[config.mk]
export PLATFORM = sky130hd
export DESIGN_NAME = lef_cell
export DESIGN_NICKNAME = d
export VERILOG_FILES = /design/src/hdl/lef_pkg.sv /design/src/hdl/lef_cell.sv
export SDC_FILE = /design/constraint.sdc
export NUM_CORES = 1
export LEC_CHECK = 0
export BUFFER_PORTS_ARGS = -buffer_cell sky130_fd_sc_hd__buf_2
export CAP_MARGIN = 20
export CORE_MARGIN = 3
export CORE_UTILIZATION = 35
export DETAILED_ROUTE_END_ITERATION = 16
export HOLD_SLACK_MARGIN = 0.12
export PLACE_DENSITY = 0.69
export SLEW_MARGIN = 20
export SYNTH_ARGS = -nofsm -noshare
export SYNTH_HDL_FRONTEND = slang
export SYNTH_SLANG_ARGS = --single-unit
export TNS_END_PERCENT = 10
[constraint.sdc]
create_clock -name clk -period 0.94 [get_ports clk]
set_input_delay 0.094 -clock clk [delete_from_list [all_inputs] [get_ports clk]]
set_output_delay 0.094 -clock clk [all_outputs]
set_load 0.05 [all_outputs]
[src/hdl/lef_pkg.sv]
// ----------------------------------------------------------------------------
// lef_pkg: shared types and constants of the Laplacian edge filter
// Pixel and sum widths, register indexes, kernel weights and the kernel
// selection helpers used by the window cells and the filter top level.
// ----------------------------------------------------------------------------
`default_nettype none

package lef_pkg;

	localparam int PIX_W   = 8;
	localparam int SUM_W   = 11;
	localparam int WSUM_W  = 14;
	localparam int RESP_W  = 15;
	localparam int FW_W    = 12;
	localparam int FH_W    = 16;
	localparam int MODE_W  = 2;
	localparam int IDX_W   = 2;
	localparam int DATA_W  = 16;
	localparam int CCOL_W  = 11;

	localparam logic [IDX_W-1:0] REG_FRAME_WIDTH  = 2'd0;
	localparam logic [IDX_W-1:0] REG_FRAME_HEIGHT = 2'd1;
	localparam logic [IDX_W-1:0] REG_KERNEL_MODE  = 2'd2;

	localparam logic [MODE_W-1:0] MODE_3X3 = 2'd0;
	localparam logic [MODE_W-1:0] MODE_5X5 = 2'd1;
	localparam logic [MODE_W-1:0] MODE_7X7 = 2'd2;

	localparam logic [FW_W-1:0]   RST_FRAME_WIDTH  = 12'd640;
	localparam logic [FH_W-1:0]   RST_FRAME_HEIGHT = 16'd480;
	localparam logic [MODE_W-1:0] RST_KERNEL_MODE  = MODE_3X3;

	localparam int W_CROSS = 4;
	localparam int W_5     = 24;
	localparam int W_7     = 48;
	localparam int PIX_MAX = 255;

	typedef enum logic [1:0] {
		KS_3,
		KS_5,
		KS_7
	} ksel_t;

	function automatic ksel_t kernel_sel(input logic [MODE_W-1:0] mode, input int max_k);
		ksel_t k;
		case (mode)
			MODE_5X5: k = KS_5;
			MODE_7X7: k = KS_7;
			default:  k = KS_3;
		endcase
		if (k == KS_7 && max_k < 7) begin
			k = (max_k >= 5) ? KS_5 : KS_3;
		end
		if (k == KS_5 && max_k < 5) begin
			k = KS_3;
		end
		return k;
	endfunction

	function automatic int kernel_half(input ksel_t k);
		int h;
		case (k)
			KS_5:    h = 2;
			KS_7:    h = 3;
			default: h = 1;
		endcase
		return h;
	endfunction

endpackage

`default_nettype wire

[src/hdl/lef_cell.sv]
// ----------------------------------------------------------------------------
// lef_cell: one column cell of the filter window
// Holds one window column and its partial column sums, and takes over the
// column of its right-hand neighbor on every shift.
// ----------------------------------------------------------------------------
`default_nettype none

module lef_cell #(
	parameter int ROWS = 7
) (
	input  wire logic                                     clk,
	input  wire logic                                     shift,
	input  wire logic [ROWS-1:0][lef_pkg::PIX_W-1:0]      pix_in,
	input  wire logic [lef_pkg::SUM_W-1:0]                lo_in,
	input  wire logic [lef_pkg::SUM_W-1:0]                hi_in,
	output logic      [ROWS-1:0][lef_pkg::PIX_W-1:0]      pix_out,
	output logic      [lef_pkg::SUM_W-1:0]                lo_out,
	output logic      [lef_pkg::SUM_W-1:0]                hi_out
);

	import lef_pkg::*;

	logic [ROWS-1:0][PIX_W-1:0] pix_q;
	logic [SUM_W-1:0]           lo_q;
	logic [SUM_W-1:0]           hi_q;

	always_ff @(posedge clk) begin
		if (shift) begin
			pix_q <= pix_in;
			lo_q  <= lo_in;
			hi_q  <= hi_in;
		end
	end

	assign pix_out = pix_q;
	assign lo_out  = lo_q;
	assign hi_out  = hi_q;

endmodule

`default_nettype wire

==> run metrics <==
status finished, violations left; failing checks negative setup slack; # rows 29; CP required between 0.8 and 0.9 ns; maximum clock frequency 960 MHz; first-pass GRT wire length 9890 um; Root Buffer clkbuf_8; top cell type's share of synthesized area 100%; post-synthesis register bit count 78; RSZ-0062 raised after global routing true; setup slack after layout -0.102 ns; Clk pin slew, worst setup/hold paths 0.08 ns; # fillers 401; Final nets 406; Worst Max-Slew Pin Slew 0.227 ns; syn_area_per_cell 30.0 sq um; Max-slew headroom 84.9%; area occupied by multi-input gates 0 sq um; Post-synth EDFFs 78; Ys Warns 0; IO buf count ~160; DR vias/cell 4.36; Netlist Area Pre-Place ~0.0023 sq mm; Synth area leaders edfxtp_1; TritonCTS clock tree yes; IO Count 158; Setup crit end kind output pin; vias in the first global route between 1500 and 2000; Iteration-0 DRC Markers 73; Yosys top cell by area edfxtp_1; slowest CP cell edfxtp_1; Die Height 87.8 um; Synth async-reset ratio 0%; Core ar. 0.00642 sq mm; startpoint types register; n_diodes 0; via count 1777; max incr delay on CP 0.43 ns; crit-path leading delay family flip-flops; grt total ovfl 0; die width about 90 um; Max Slew Vio Count 0; prevailing post-synth register cell edfxtp_1; multi-input gates 0; Mapped Nets 158; largest net degree at the start of global routing 43; PD cells about 1800 mW/mm^2; CTS Buffer Depth 2; Max VDD drop 0.00117 V; max-cap violation count 0; Leakage about 2.0 nW; Final Critical Period 1.04 ns; final hold violation count 0; Routed Antenna Nets 0; top post-synthesis cells by count edfxtp_1; Max FO, Critical Path 1; CP bufs+invs 1; cell count after synthesis 78; die footprint 0.00771 sq mm; Critical Path, Cell by Cell buf_6; register area share after synthesis 100%; starting density of the core 36.5%; P&R area growth vs syn 101%; CTS buffer count 9; worst min-delay path category input port to register; most frequent cell after synthesis edfxtp_1; detailed-router iteration count before antenna repair 4; gpl congestion between 0.7 and 0.8; initial antenna violation count 0; wire length per cell about 17 um; Finish-stage setup viols 78; count of cell types in the netlist 1; Fin Setup TNS -4.42 ns; Residual DRC 0; CTS Sinks 78; Routed WL 6970 um; share of cells above drive strength 1 52.9%; crit path DAT between 0.9 and 1 ns; overall power 8.59 mW; H-tree levels 3; final worst-path cycle share 111%; crit path kind register to output pin; all-layer global routing usage 18.1%
area by class of cell:
cell class / instances / area [sq um] / area share, %
well taps: 77 / 96.3 / 2.04
repair buffers: 237 / 2100 / 44.5
clock buffers: 9 / 124 / 2.63
clock inverters: 7 / 57.6 / 1.22
flip-flops and latches: 78 / 2340 / 49.7
logic make-up after synthesis:
group / count (synthesis) / synth area share (%)
flops: 78 / 100
metrics by stage:
| stage | cell area [sq um] | hold WS [ns] | worst slack, ns | utilization (%) | cells |
|---|---|---|---|---|---|
| 3_3_place_gp | 3270 | 0.270 | 0.172 | 50.9 | 314 |
| 5_1_grt | 4720 | 0.236 | -0.142 | 73.4 | 408 |
| 2_1_floorplan | 2340 | 0.193 | 0.245 | - | 78 |
| 4_1_cts | 4720 | 0.224 | -0.0983 | 73.4 | 408 |
| 6_report | 4720 | 0.238 | -0.102 | 73.4 | 408 |
| 3_5_place_dp | 3270 | 0.272 | 0.158 | 50.9 | 314 |
metal layers:
metal	track usage (%)	wire length [um]
met1	17.1	2280
met2	34.7	3990
met3	5.27	540
met4	9.48	160
met5	0	0
layout by cell type (no fill, tap or decap), drive strengths merged:
cell type and n:
clkbuf 9, clkinvlp 3, inv 2, buf 159, clkinv 2, edfxtp 78, dlygate4sd3 78
sequential cells by signal, indices dropped and copies added, names as in the netlist:
| name | flops |
|---|---|
| pix_out | 56 |
| hi_out | 11 |
| lo_out | 11 |
power by group:
group | switching [mW] | internal [mW] | leakage, nW
combinational | 1.23 | 0.832 | 1.13
sequential | 0.134 | 4.14 | 0.763
clock | 1.27 | 0.984 | 0.0824
path summary, 6_finish.rpt:
path                        start          end  slack, ns  cells after the start
worst min-delay path        shift   lo_out[10]       0.24                      2
worst max-delay path  pix_out[37]  pix_out[37]      -0.10                      1
timing repair:
item	CTS	global route
hold buffers	78	0
setup endpoints to repair	78	78
resized for setup	156	0
setup buffers	0	0
hold endpoints to repair	78	0
No activity file was read; power rests on OpenSTA's default activity.
